## config.mk

```make
export PLATFORM = sky130hd
export DESIGN_NAME = quadrature_decoder_speed
export DESIGN_NICKNAME = d
export VERILOG_FILES = /design/src/hdl/qds_pkg.sv /design/src/hdl/qds_mul.sv /design/src/hdl/qds_div.sv /design/src/hdl/quadrature_decoder_speed.sv
export SDC_FILE = /design/constraint.sdc
export NUM_CORES = 2
export LEC_CHECK = 0
export BUFFER_PORTS_ARGS = -buffer_cell sky130_fd_sc_hd__buf_2
export CORE_MARGIN = 2
export CORE_UTILIZATION = 57
export CTS_CLUSTER_DIAMETER = 30
export DETAILED_ROUTE_END_ITERATION = 10
export PLACE_DENSITY = 0.75
export SETUP_SLACK_MARGIN = 0.5
export SLEW_MARGIN = 25
export SYNTH_ARGS = -nofsm -noshare
export SYNTH_HDL_FRONTEND = slang
export SYNTH_HIERARCHICAL = 1
export SYNTH_SLANG_ARGS = --single-unit
```

## constraint.sdc

```tcl
create_clock -name clk -period 9.2 [get_ports clk]
set_input_delay 0.46 -clock clk [delete_from_list [all_inputs] [get_ports clk]]
set_output_delay 0.46 -clock clk [all_outputs]
set_load 0.02 [all_outputs]
```

## src/hdl/qds_pkg.sv

```systemverilog
// shared types and constants for the quadrature decoder with speed estimate
`default_nettype none
package qds_pkg;

	localparam int unsigned DATA_W = 32;
	localparam int unsigned CPR_W  = 16;
	localparam int unsigned PROD_W = DATA_W + CPR_W;

	// command codes carried by the cmd field
	localparam logic [1:0] CMD_EDGE_A = 2'd0;
	localparam logic [1:0] CMD_EDGE_B = 2'd1;
	localparam logic [1:0] CMD_UPDATE = 2'd2;
	localparam logic [1:0] CMD_SET    = 2'd3;

	// degrees per revolution times ticks per second
	localparam logic [PROD_W-1:0] SPEED_DIVIDEND = PROD_W'(360000000);
	localparam logic [CPR_W-1:0]  RESET_COUNTS   = CPR_W'(2400);
	localparam logic [PROD_W-1:0] FILTER_DIVISOR = PROD_W'(5);

	typedef enum logic [2:0] {
		ST_IDLE,
		ST_GAP,
		ST_DIVF,
		ST_MUL,
		ST_SPD,
		ST_DIVS,
		ST_RESULT
	} state_t;

endpackage
`default_nettype wire

```

## src/hdl/qds_mul.sv

```systemverilog
// bit-serial shift-add multiplier, one multiplier bit per cycle
`default_nettype none
module qds_mul (
	input  wire logic                        clk,
	input  wire logic                        arst_n,
	input  wire logic                        start,
	input  wire logic [qds_pkg::CPR_W-1:0]   op_a,
	input  wire logic [qds_pkg::DATA_W-1:0]  op_b,
	output logic [qds_pkg::PROD_W-1:0]       product,
	output logic                             done
);

	logic [qds_pkg::PROD_W-1:0] acc_q;
	logic [qds_pkg::PROD_W-1:0] mcand_q;
	logic [qds_pkg::CPR_W-1:0]  mplier_q;
	logic [$clog2(qds_pkg::CPR_W)-1:0] cnt_q;
	logic busy_q;
	logic done_q;

	always_ff @(posedge clk or negedge arst_n) begin
		if (!arst_n) begin
			busy_q <= 1'b0;
			done_q <= 1'b0;
			cnt_q  <= '0;
		end else begin
			done_q <= 1'b0;
			if (start) begin
				busy_q <= 1'b1;
				cnt_q  <= '0;
			end else if (busy_q) begin
				cnt_q <= cnt_q + 1'b1;
				if (cnt_q == $clog2(qds_pkg::CPR_W)'(qds_pkg::CPR_W - 1)) begin
					busy_q <= 1'b0;
					done_q <= 1'b1;
				end
			end
		end
	end

	always_ff @(posedge clk) begin
		if (start) begin
			acc_q    <= '0;
			mcand_q  <= {{qds_pkg::CPR_W{1'b0}}, op_b};
			mplier_q <= op_a;
		end else if (busy_q) begin
			if (mplier_q[0]) begin
				acc_q <= acc_q + mcand_q;
			end
			mcand_q  <= {mcand_q[qds_pkg::PROD_W-2:0], 1'b0};
			mplier_q <= {1'b0, mplier_q[qds_pkg::CPR_W-1:1]};
		end
	end

	assign product = acc_q;
	assign done    = done_q;

endmodule
`default_nettype wire

```

## src/hdl/qds_div.sv

```systemverilog
// restoring divider, one quotient bit per cycle, shared by filter and speed
`default_nettype none
module qds_div (
	input  wire logic                        clk,
	input  wire logic                        arst_n,
	input  wire logic                        start,
	input  wire logic [qds_pkg::PROD_W-1:0]  rem_init,
	input  wire logic [qds_pkg::DATA_W-1:0]  dividend_lo,
	input  wire logic [qds_pkg::PROD_W-1:0]  divisor,
	output logic [qds_pkg::DATA_W-1:0]       quotient,
	output logic                             done
);

	logic [qds_pkg::PROD_W-1:0] rem_q;
	logic [qds_pkg::DATA_W-1:0] quo_q;
	logic [qds_pkg::PROD_W-1:0] dvs_q;
	logic [$clog2(qds_pkg::DATA_W)-1:0] cnt_q;
	logic busy_q;
	logic done_q;
	logic [qds_pkg::PROD_W:0] trial;
	logic [qds_pkg::PROD_W:0] diff;

	// remainder stays below the divisor, so the trial fits one extra bit
	assign trial = {rem_q, quo_q[qds_pkg::DATA_W-1]};
	assign diff  = trial - {1'b0, dvs_q};

	always_ff @(posedge clk or negedge arst_n) begin
		if (!arst_n) begin
			busy_q <= 1'b0;
			done_q <= 1'b0;
			cnt_q  <= '0;
		end else begin
			done_q <= 1'b0;
			if (start) begin
				busy_q <= 1'b1;
				cnt_q  <= '0;
			end else if (busy_q) begin
				cnt_q <= cnt_q + 1'b1;
				if (cnt_q == $clog2(qds_pkg::DATA_W)'(qds_pkg::DATA_W - 1)) begin
					busy_q <= 1'b0;
					done_q <= 1'b1;
				end
			end
		end
	end

	always_ff @(posedge clk) begin
		if (start) begin
			rem_q <= rem_init;
			quo_q <= dividend_lo;
			dvs_q <= divisor;
		end else if (busy_q) begin
			if (!diff[qds_pkg::PROD_W]) begin
				rem_q <= diff[qds_pkg::PROD_W-1:0];
			end else begin
				rem_q <= trial[qds_pkg::PROD_W-1:0];
			end
			quo_q <= {quo_q[qds_pkg::DATA_W-2:0], ~diff[qds_pkg::PROD_W]};
		end
	end

	assign quotient = quo_q;
	assign done     = done_q;

endmodule
`default_nettype wire

```

## src/hdl/quadrature_decoder_speed.sv

```systemverilog
// top level: quadrature position counter, edge spacing filter and speed sampler
//
// Each request yields one result, loaded into the output register. A set position
// request goes straight to the result. An edge request runs the 32-step serial
// divide by five of the spacing filter. A speed update runs a 16-step shift-add
// multiply of counts per revolution by the filtered period, then a 32-step serial
// divide, both units one bit per cycle. When no edge is recent enough, or the
// divisor is zero, the divide is skipped. One request is in work at a time. A
// finished result sits in the output register while the next request is taken. A
// stalled output holds back the next result, and the input stays stalled until
// that result is loaded.
`default_nettype none
module quadrature_decoder_speed (
	input  wire logic                              clk,
	input  wire logic                              arst_n,
	input  wire logic                              cfg_wr_en,
	input  wire logic [qds_pkg::CPR_W-1:0]         cfg_wr_data,
	input  wire logic                              in_valid,
	output logic                                   in_stall,
	input  wire logic [1:0]                        cmd,
	input  wire logic [qds_pkg::DATA_W-1:0]        timestamp,
	input  wire logic                              level_a,
	input  wire logic                              level_b,
	input  wire logic signed [qds_pkg::DATA_W-1:0] new_position,
	output logic                                   out_valid,
	input  wire logic                              out_stall,
	output logic signed [qds_pkg::DATA_W-1:0]      position_out,
	output logic signed [qds_pkg::DATA_W-1:0]      delta_position,
	output logic [qds_pkg::DATA_W-1:0]             speed_out,
	output logic [qds_pkg::DATA_W-1:0]             period_out
);

	qds_pkg::state_t state_q, state_nxt;

	logic [qds_pkg::CPR_W-1:0]  cpr_q;
	logic [qds_pkg::DATA_W-1:0] count_q;
	logic [qds_pkg::DATA_W-1:0] time_a_q;
	logic [qds_pkg::DATA_W-1:0] time_b_q;
	logic [qds_pkg::DATA_W-1:0] period_q;
	logic [qds_pkg::DATA_W-1:0] count_upd_q;
	logic [qds_pkg::DATA_W-1:0] time_upd_q;
	logic [qds_pkg::DATA_W-1:0] speed_q;
	logic [qds_pkg::DATA_W-1:0] delta_q;
	logic                       recent_q;
	logic                       out_valid_q;

	logic accept;
	logic mul_start, mul_done, div_start, div_done, out_load, spd_go;
	logic up;
	logic [qds_pkg::PROD_W-1:0] product;
	logic [qds_pkg::PROD_W-1:0] speed_num;
	logic [qds_pkg::DATA_W-1:0] gap;
	logic [qds_pkg::DATA_W-1:0] filt_sum;
	logic [qds_pkg::DATA_W-1:0] quotient;
	logic [qds_pkg::DATA_W-1:0] since_a, since_b, interval;
	logic                       recent;
	logic [qds_pkg::PROD_W-1:0] div_rem_init;
	logic [qds_pkg::DATA_W-1:0] div_lo;
	logic [qds_pkg::PROD_W-1:0] div_divisor;

	assign accept = in_valid && !in_stall;

	// x4 direction rules
	always_comb begin
		if (cmd == qds_pkg::CMD_EDGE_A) begin
			up = level_a ? !level_b : level_b;
		end else begin
			up = level_b ? level_a : !level_a;
		end
	end

	// an edge on either channel within twice the time since the last update
	assign since_a  = timestamp - time_a_q;
	assign since_b  = timestamp - time_b_q;
	assign interval = timestamp - time_upd_q;
	assign recent   = ({1'b0, since_a} < {interval, 1'b0})
		|| ({1'b0, since_b} < {interval, 1'b0});

	assign gap = (time_a_q > time_b_q) ? time_a_q - time_b_q : time_b_q - time_a_q;
	assign filt_sum = {period_q[qds_pkg::DATA_W-3:0], 2'b00} + gap;

	assign speed_num = qds_pkg::SPEED_DIVIDEND + {1'b0, product[qds_pkg::PROD_W-1:1]};
	assign spd_go    = recent_q && (product != '0);

	always_comb begin
		if (state_q == qds_pkg::ST_GAP) begin
			div_rem_init = '0;
			div_lo       = filt_sum;
			div_divisor  = qds_pkg::FILTER_DIVISOR;
		end else begin
			// quotient fits 32 bits, so the top of the dividend seeds the remainder
			div_rem_init = {{qds_pkg::DATA_W{1'b0}},
				speed_num[qds_pkg::PROD_W-1:qds_pkg::DATA_W]};
			div_lo       = speed_num[qds_pkg::DATA_W-1:0];
			div_divisor  = product;
		end
	end

	always_comb begin
		state_nxt = state_q;
		case (state_q)
			qds_pkg::ST_IDLE: begin
				if (accept) begin
					case (cmd)
						qds_pkg::CMD_EDGE_A, qds_pkg::CMD_EDGE_B: state_nxt = qds_pkg::ST_GAP;
						qds_pkg::CMD_UPDATE: state_nxt = qds_pkg::ST_MUL;
						default: state_nxt = qds_pkg::ST_RESULT;
					endcase
				end
			end
			qds_pkg::ST_GAP: state_nxt = qds_pkg::ST_DIVF;
			qds_pkg::ST_DIVF: begin
				if (div_done) state_nxt = qds_pkg::ST_RESULT;
			end
			qds_pkg::ST_MUL: begin
				if (mul_done) state_nxt = qds_pkg::ST_SPD;
			end
			qds_pkg::ST_SPD: state_nxt = spd_go ? qds_pkg::ST_DIVS : qds_pkg::ST_RESULT;
			qds_pkg::ST_DIVS: begin
				if (div_done) state_nxt = qds_pkg::ST_RESULT;
			end
			qds_pkg::ST_RESULT: begin
				if (out_load) state_nxt = qds_pkg::ST_IDLE;
			end
			default: state_nxt = qds_pkg::ST_IDLE;
		endcase
	end

	always_comb begin
		in_stall  = (state_q != qds_pkg::ST_IDLE);
		mul_start = (state_q == qds_pkg::ST_IDLE) && in_valid && (cmd == qds_pkg::CMD_UPDATE);
		div_start = (state_q == qds_pkg::ST_GAP) || ((state_q == qds_pkg::ST_SPD) && spd_go);
		out_load  = (state_q == qds_pkg::ST_RESULT) && (!out_valid_q || !out_stall);
	end

	always_ff @(posedge clk or negedge arst_n) begin
		if (!arst_n) begin
			state_q     <= qds_pkg::ST_IDLE;
			cpr_q       <= qds_pkg::RESET_COUNTS;
			count_q     <= '0;
			time_a_q    <= '0;
			time_b_q    <= '0;
			period_q    <= '0;
			count_upd_q <= '0;
			time_upd_q  <= '0;
			speed_q     <= '0;
			delta_q     <= '0;
			recent_q    <= 1'b0;
			out_valid_q <= 1'b0;
		end else begin
			state_q <= state_nxt;
			if (cfg_wr_en) begin
				cpr_q <= cfg_wr_data;
			end
			if (accept) begin
				case (cmd)
					qds_pkg::CMD_EDGE_A, qds_pkg::CMD_EDGE_B: begin
						delta_q <= '0;
						count_q <= up ? count_q + 1'b1 : count_q - 1'b1;
						if (cmd == qds_pkg::CMD_EDGE_A) begin
							time_a_q <= timestamp;
						end else begin
							time_b_q <= timestamp;
						end
					end
					qds_pkg::CMD_UPDATE: begin
						delta_q     <= count_q - count_upd_q;
						recent_q    <= recent;
						count_upd_q <= count_q;
						time_upd_q  <= timestamp;
					end
					default: begin
						delta_q     <= '0;
						count_q     <= new_position;
						count_upd_q <= new_position;
					end
				endcase
			end
			if (state_q == qds_pkg::ST_DIVF && div_done) begin
				period_q <= quotient;
			end
			if (state_q == qds_pkg::ST_SPD && !spd_go) begin
				speed_q <= '0;
			end
			if (state_q == qds_pkg::ST_DIVS && div_done) begin
				speed_q <= quotient;
			end
			if (out_load) begin
				out_valid_q <= 1'b1;
			end else if (out_valid_q && !out_stall) begin
				out_valid_q <= 1'b0;
			end
		end
	end

	always_ff @(posedge clk) begin
		if (out_load) begin
			position_out   <= count_q;
			delta_position <= delta_q;
			speed_out      <= speed_q;
			period_out     <= period_q;
		end
	end

	assign out_valid = out_valid_q;

	qds_mul u_mul (
		.clk     (clk),
		.arst_n  (arst_n),
		.start   (mul_start),
		.op_a    (cpr_q),
		.op_b    (period_q),
		.product (product),
		.done    (mul_done)
	);

	qds_div u_div (
		.clk         (clk),
		.arst_n      (arst_n),
		.start       (div_start),
		.rem_init    (div_rem_init),
		.dividend_lo (div_lo),
		.divisor     (div_divisor),
		.quotient    (quotient),
		.done        (div_done)
	);

endmodule
`default_nettype wire

```

=== Yosys cells after proc, flatten, opt, wreduce, memory -nomap -nowiden ===
Cells that the tools add are included.

* Flip-flop bits (word level): 658
* Bits in latches: 0
* Memories kept: 0
* Input bits: 89
* Memory bits (writable): 0
* Bits in read-only memories: 0
* Word-level logic and storage cells: 146
* Output and inout bits: 130

* Order comparisons: 3
* Bitwise gates (word level): 4
* Add/sub/neg operators: 14
* Divide/modulo/power cells: 0
* Reductions and logical operators: 36
* Muxes and demuxes: 46
* $mul: 0
* Shift-type cells: 0
* Equal/unequal tests: 14

{| class="wikitable"
|+ Operator list
! operator !! number
|-
| $mux W32 || 10
|-
| $sub A32 B32 Y32 || 6
|-
| $mux W48 || 3
|-
| $pmux W32 S2 || 2
|-
| $lt A32 B33 Y1 || 2
|-
| $sub A49 B48 Y49 || 1
|-
| $add A29 B47 Y48 const A || 1
|-
| $add A48 B48 Y48 || 1
|-
| $mux W16 || 3
|-
| $reduce_bool A48 Y1 || 1
|-
| $add A32 B1 Y32 const B || 1
|-
| $add A32 B32 Y32 || 1
|-
| $gt A32 B32 Y1 || 1
|-
| $sub A32 B1 Y32 const B || 1
|-
| $pmux W3 S6 || 1
|-
| $mux W1 || 17
|-
| $mux W3 || 4
|-
| $logic_and A1 B1 Y1 || 10
|-
| $mux W5 || 2
|-
| $eq A3 B3 Y1 const B || 3
|-
| $mux W4 || 2
|-
| $reduce_and A2 Y1 || 4
|-
| $reduce_bool A2 Y1 || 4
|-
| $eq A3 B2 Y1 const B || 2
|-
| other kinds (20) || 34
|}

=== Longest topological paths before layout ===
* Depth in word-level cells: 6
* Gate-level depth with buffers: 28
* Gate-level depth less buffers: 25

=== By module ===
Netlist, hierarchy kept.

{| class="wikitable"
|+ Modules (own cells, without submodules)
! module !! seq. area each (um2) !! cells each !! area an instance (um2) !! times used
|-
| quadrature_decoder_speed || 10780.3 || 3188 || 29261.8 || 1
|-
| qds_div || 4018.9 || 849 || 8673.3 || 1
|-
| qds_mul || 2872.8 || 777 || 7130.6 || 1
|}

=== Least setup slack after synthesis ===
No wires, ideal clock.

* Kind: register to register
* From: reg state_q[2]
* To: reg delta_position[0] (netlist name) (enable)
* Setup time: 0.658 ns
* Arrival time: 7.304 ns
* Path buffers: 1
* Cell stages (with the launch flop): 5
* Data required time: 8.542 ns
* Slack: 1.238 ns
* Clock period less this slack: 7.962 ns
* Cells stage by stage: dfrtp_1 > clkbuf_1 > inv_1 > or3_1 > a21oi_1

* Cells in the longest elaborated chain, start to end: 2

{| class="wikitable"
|+ Ends and longest elaborated chain
! what !! line !! RTL
|-
| start, declared || quadrature_decoder_speed.sv:33 || <nowiki>qds_pkg::state_t state_q, state_nxt;</nowiki>
|-
| start signal, assigned || quadrature_decoder_speed.sv:138 || <nowiki>state_q <= qds_pkg::ST_IDLE;</nowiki>
|-
| start signal, assigned || quadrature_decoder_speed.sv:151 || <nowiki>state_q <= state_nxt;</nowiki>
|-
| $eq A3 B3 Y1 || quadrature_decoder_speed.sv:133 || <nowiki>out_load = (state_q == qds_pkg::ST_RESULT) && (!out_valid_q || !out_stall);</nowiki>
|-
| $logic_and A1 B1 Y1 || quadrature_decoder_speed.sv:133 ||
|-
| via out_load || quadrature_decoder_speed.sv:48 || <nowiki>logic mul_start, mul_done, div_start, div_done, out_load, spd_go;</nowiki>
|-
| end signal, assigned || quadrature_decoder_speed.sv:199 || <nowiki>delta_position <= delta_q;</nowiki>
|-
| end, declared || quadrature_decoder_speed.sv:28 || <nowiki>output logic signed [qds_pkg::DATA_W-1:0] delta_position,</nowiki>
|}

The timed path passes the listed nets, and every way through them passes these cells.
A chain may end at the register's enable or synchronous reset.

=== Worst setup path after layout ===
* From: reg time_a_q[0] (netlist name)
* To: reg u_div.quo_q, in the netlist u_div/quotient[30] (data pin)

* Cells in the longest elaborated chain, start to end: 5
* Elaborated cells between the ends (all ways): 7
* Those cells by class: add/sub (3); order compare (1); mux (3)

{| class="wikitable"
|+ Ends and longest elaborated chain
! what !! line !! RTL
|-
| start, declared || quadrature_decoder_speed.sv:37 || <nowiki>logic [qds_pkg::DATA_W-1:0] time_a_q;</nowiki>
|-
| start signal, assigned || quadrature_decoder_speed.sv:161 || <nowiki>time_a_q <= timestamp;</nowiki>
|-
| $sub A32 B32 Y32 or $gt A32 B32 Y1 (tied branches) || quadrature_decoder_speed.sv:79 || <nowiki>assign gap = (time_a_q > time_b_q) ? time_a_q - time_b_q : time_b_q - time_a_q;</nowiki>
|-
| $mux W32 (*) || quadrature_decoder_speed.sv:79 ||
|-
| $add A32 B32 Y32 (*) || quadrature_decoder_speed.sv:80 || <nowiki>assign filt_sum = {period_q[qds_pkg::DATA_W-3:0], 2'b00} + gap;</nowiki>
|-
| $mux W32 (*) || quadrature_decoder_speed.sv:86 || <nowiki>if (state_q == qds_pkg::ST_GAP) begin</nowiki>
|-
| via div_lo (one bit) || quadrature_decoder_speed.sv:58 || <nowiki>logic [qds_pkg::DATA_W-1:0] div_lo;</nowiki>
|-
| $mux W32 (*) || qds_div.sv:48 || <nowiki>if (start) begin</nowiki>
|-
| end signal, assigned || qds_div.sv:50 || <nowiki>quo_q <= dividend_lo;</nowiki>
|-
| end signal, assigned || qds_div.sv:58 || <nowiki>quo_q <= {quo_q[qds_pkg::DATA_W-2:0], ~diff[qds_pkg::PROD_W]};</nowiki>
|-
| end, declared || qds_div.sv:15 || <nowiki>logic [qds_pkg::DATA_W-1:0] quo_q;</nowiki>
|}

Mark *: on every way through the listed nets, which the timed path passes. The rest lies on a longest branch.

==> metrics.cfg <==
[run_status]
status = complete, no violations

[route]
wl_um = 123000
vias = 37400
drt_iter0_drc = 3155
final_antenna_net_count = 0
route.detailed.drc = 0
dr.pass1.iters = 8
routedWlPerCell_um = 19.7
via_per_inst = 6.00

[synth]
synth-warning-count = 6
syn_area_per_cell_um2 = 9.36
synth_ff_type = edfxtp_1
synth_top_area_cell = edfxtp_1
synth_top_area_share_pct = 20.3
syn_inst = 4814
synth_seq_cells = 658
synth-seq-area-share_pct = 39.2
synth_edf_count = 304
synthArstFlopShare_pct = 44.1
synth_area_um2 = 45100
ys_types = 102
ys_top_cells_by_area = edfxtp_1 (20%), dfrtp_1 (16%), ha_1 (11%)

[clock_network]
path_clk_slew_ns = 0.05
cts_tree = done
cts_setup_buffers = 0
cts_sinks = 658
cts.repair.resized = 0
h-tree-depth = 4
clockBufferDepth = 3
cts_buffers = 145
cts_root_buf = clkbuf_16
clk_latency_ns = 0.73

[job]
cap_violations = 0

[worst_setup_path]
crit_cells = 25
critPathLaunch = time_a_q[0]
setup.worst_path.start_class = register
cpMaxStageDelayCell = a31oi_1
crit_arrival_ns = 7.02
r2r-start = time_a_q[0]
crit_type = register to register
r2r-end = u_div/quotient[30]
required_ns = 9.65
worstSetupEndpointType = register
crit_family = compound AO/OA/AOI/OAI gates
cpPeakStageDelay_ns = 0.50
cp_max_fo = 48
rrSetupSlack_ns = 2.63
crit_buf_inv = 2
rr_worst_depth = 25
endpoint = u_div/quotient[30]

[sta]
whs_ns = 0.0418
drv_slew = 0
timing.final.ws_setup_ns = 2.63
post-route-period-util_pct = 71.5
tightest_slew_ns = 1.05
layout_min_cycle_time_ns = 6.57
max-slew-margin-rel_pct = 29.5
finalClockSkew_ns = 0.0391
rsz0062_at_grt = false
hold_violations = 0
timing.fmax_ghz = 0.152
setup_viol = 0
tns_ns = 0

[layout]
drive_gt1_share_pct = 13.9
final_cells = 6236
areaGrowthSynthToFinish_pct = 16.1
multi_input_area_um2 = 25700
antenna_cells = 0
final_common_cell = a21oi_1
final_cell_mix = a21oi_1 (464), nand2_1 (457), ha_1 (404)
final.fill_count = 6181
nNetsFinal = 5568
regArea_um2 = 17700

[global_routing]
antenna_found_initial = 2
grt_overflow = 0
grt_pass1_wl_um = 194000
grt_max_degree = 160
grt_pass1_vias = 36500
grt.total_usage_pct = 29.6

[place]
placed_cells = 5949
dp_hpwl_um = 87500
port_buffers = 218
gp_congestion = 0.934
pre_cts_ws_ns = 2.75

[die]
core_area_um2 = 78600
ios = 219
die_height_um = 285
die_area_um2 = 81300
std_cell_rows = 103
start_util_pct = 57.3
dieWidth_um = 285

[min_path]
hold_class = input pin to register

[per-stage QoR]
step | util (%) | area [um^2]
floorplan | - | 45200
global placement | 59.9 | 47100
detailed placement | 59.9 | 47100
CTS | 66.6 | 52300
global route | 66.6 | 52300
finish | 66.6 | 52300
[how the worst min path moves through the flow]
stage | depth (start not counted) | from | end
after floorplan | 0 | arst_n | count_q[0]
after global placement | 0 | delta_q[16] | delta_position[16]
after detailed placement | 0 | delta_q[6] | delta_position[6]
after CTS | 3 | new_position[24] | count_q[24]
after global routing | 3 | new_position[31] | count_q[31]
final | 3 | new_position[24] | count_q[24]
[per-layer routing]
| metal | vias up | track usage, % | part of all wire (%) |
|---|---|---|---|
| met5 | - | 0 | 0.011 |
| met4 | 2 | 13.8 | 4.3 |
| met3 | 304 | 4.93 | 5.9 |
| met2 | 1216 | 48.7 | 47 |
| met1 | 17900 | 38.3 | 43 |
| li1 | 18000 | - | - |
[synth_stat cells, drive strengths merged, types with 22 or more instances]
cell type and n:
a21oi 480, nand2 462, o21ai 408, ha 404, nor2 318, edfxtp 304, dfrtp 286, inv 271
xnor2 186, a21o 177, clkbuf 142, mux2 130, xor2 117, mux2i 81, nand3 78, and2 70
dfxtp 64, nand4 62, o21bai 58, nor3 54, o21a 51, nor2b 50, buf 49, and3 45
a31oi 42, a22o 41, nand2b 38, a211oi 31, or3 30, o211ai 24, o31ai 22
[logic make-up (layout without fill, tap and decap cells)]
group                      count (synthesis)  in the layout  share of synthesized area (%)
xor gates and xnor gates                 303            303                           5.89
muxes                                    211            211                           5.05
AOI/OAI and AO/OA                       1483           1483                           20.6
buffers and inverters                    462            803                           4.12
DFF                                      658            658                           39.2
adders and majority gates                414            414                           11.7
other                                      1             32                        0.00832
and+or+nand+nor                         1282           1282                           13.5
[sequential cells by signal, indices dropped and copies added, names as in the netlist, 48 cells and up]
signal,flops
u_div/rem_q,48
u_mul/product,48
u_div/dvs_q,48
u_mul/mcand_q,48
[worst register-to-register path, cell delays in order (launching register included)]
cell and delay, ns:
dfrtp_1 0.37, inv_1 0.07, ha_1 0.23, fa_1 0.38, nor2b_1 0.16, o2111ai_1 0.15
a31oi_1 0.50, a211oi_2 0.21, nor2_4 0.13, buf_4 0.49, mux2i_1 0.34, xor2_1 0.12
ha_1 0.25, fa_1 0.42, a21o_1 0.20, a21oi_1 0.25, o21bai_1 0.10, a21oi_1 0.31
o31ai_1 0.16, nand2_1 0.12, a31oi_1 0.21, or3_1 0.41, a31oi_1 0.21, xor2_1 0.17
a21oi_1 0.08, mux2_2 0.29
[cell type report]
class,instances,share of cell area [%]
Tap cell,1050,2.51
Inverter,271,1.95
Multi-Input combinational cell,3725,49.2
Timing Repair Buffer,264,2.88
Clock inverter,90,2.28
Sequential cell,658,33.8
Clock buffer,178,7.42
[repair_timing]
action	4_1_cts	5_1_grt
hold buffers	19	0
setup endpoints to repair	0	0
hold endpoints to repair	114	0
Power is not shown: default switching activity piles up to over one toggle a cycle in this logic, so the estimate is an artifact.
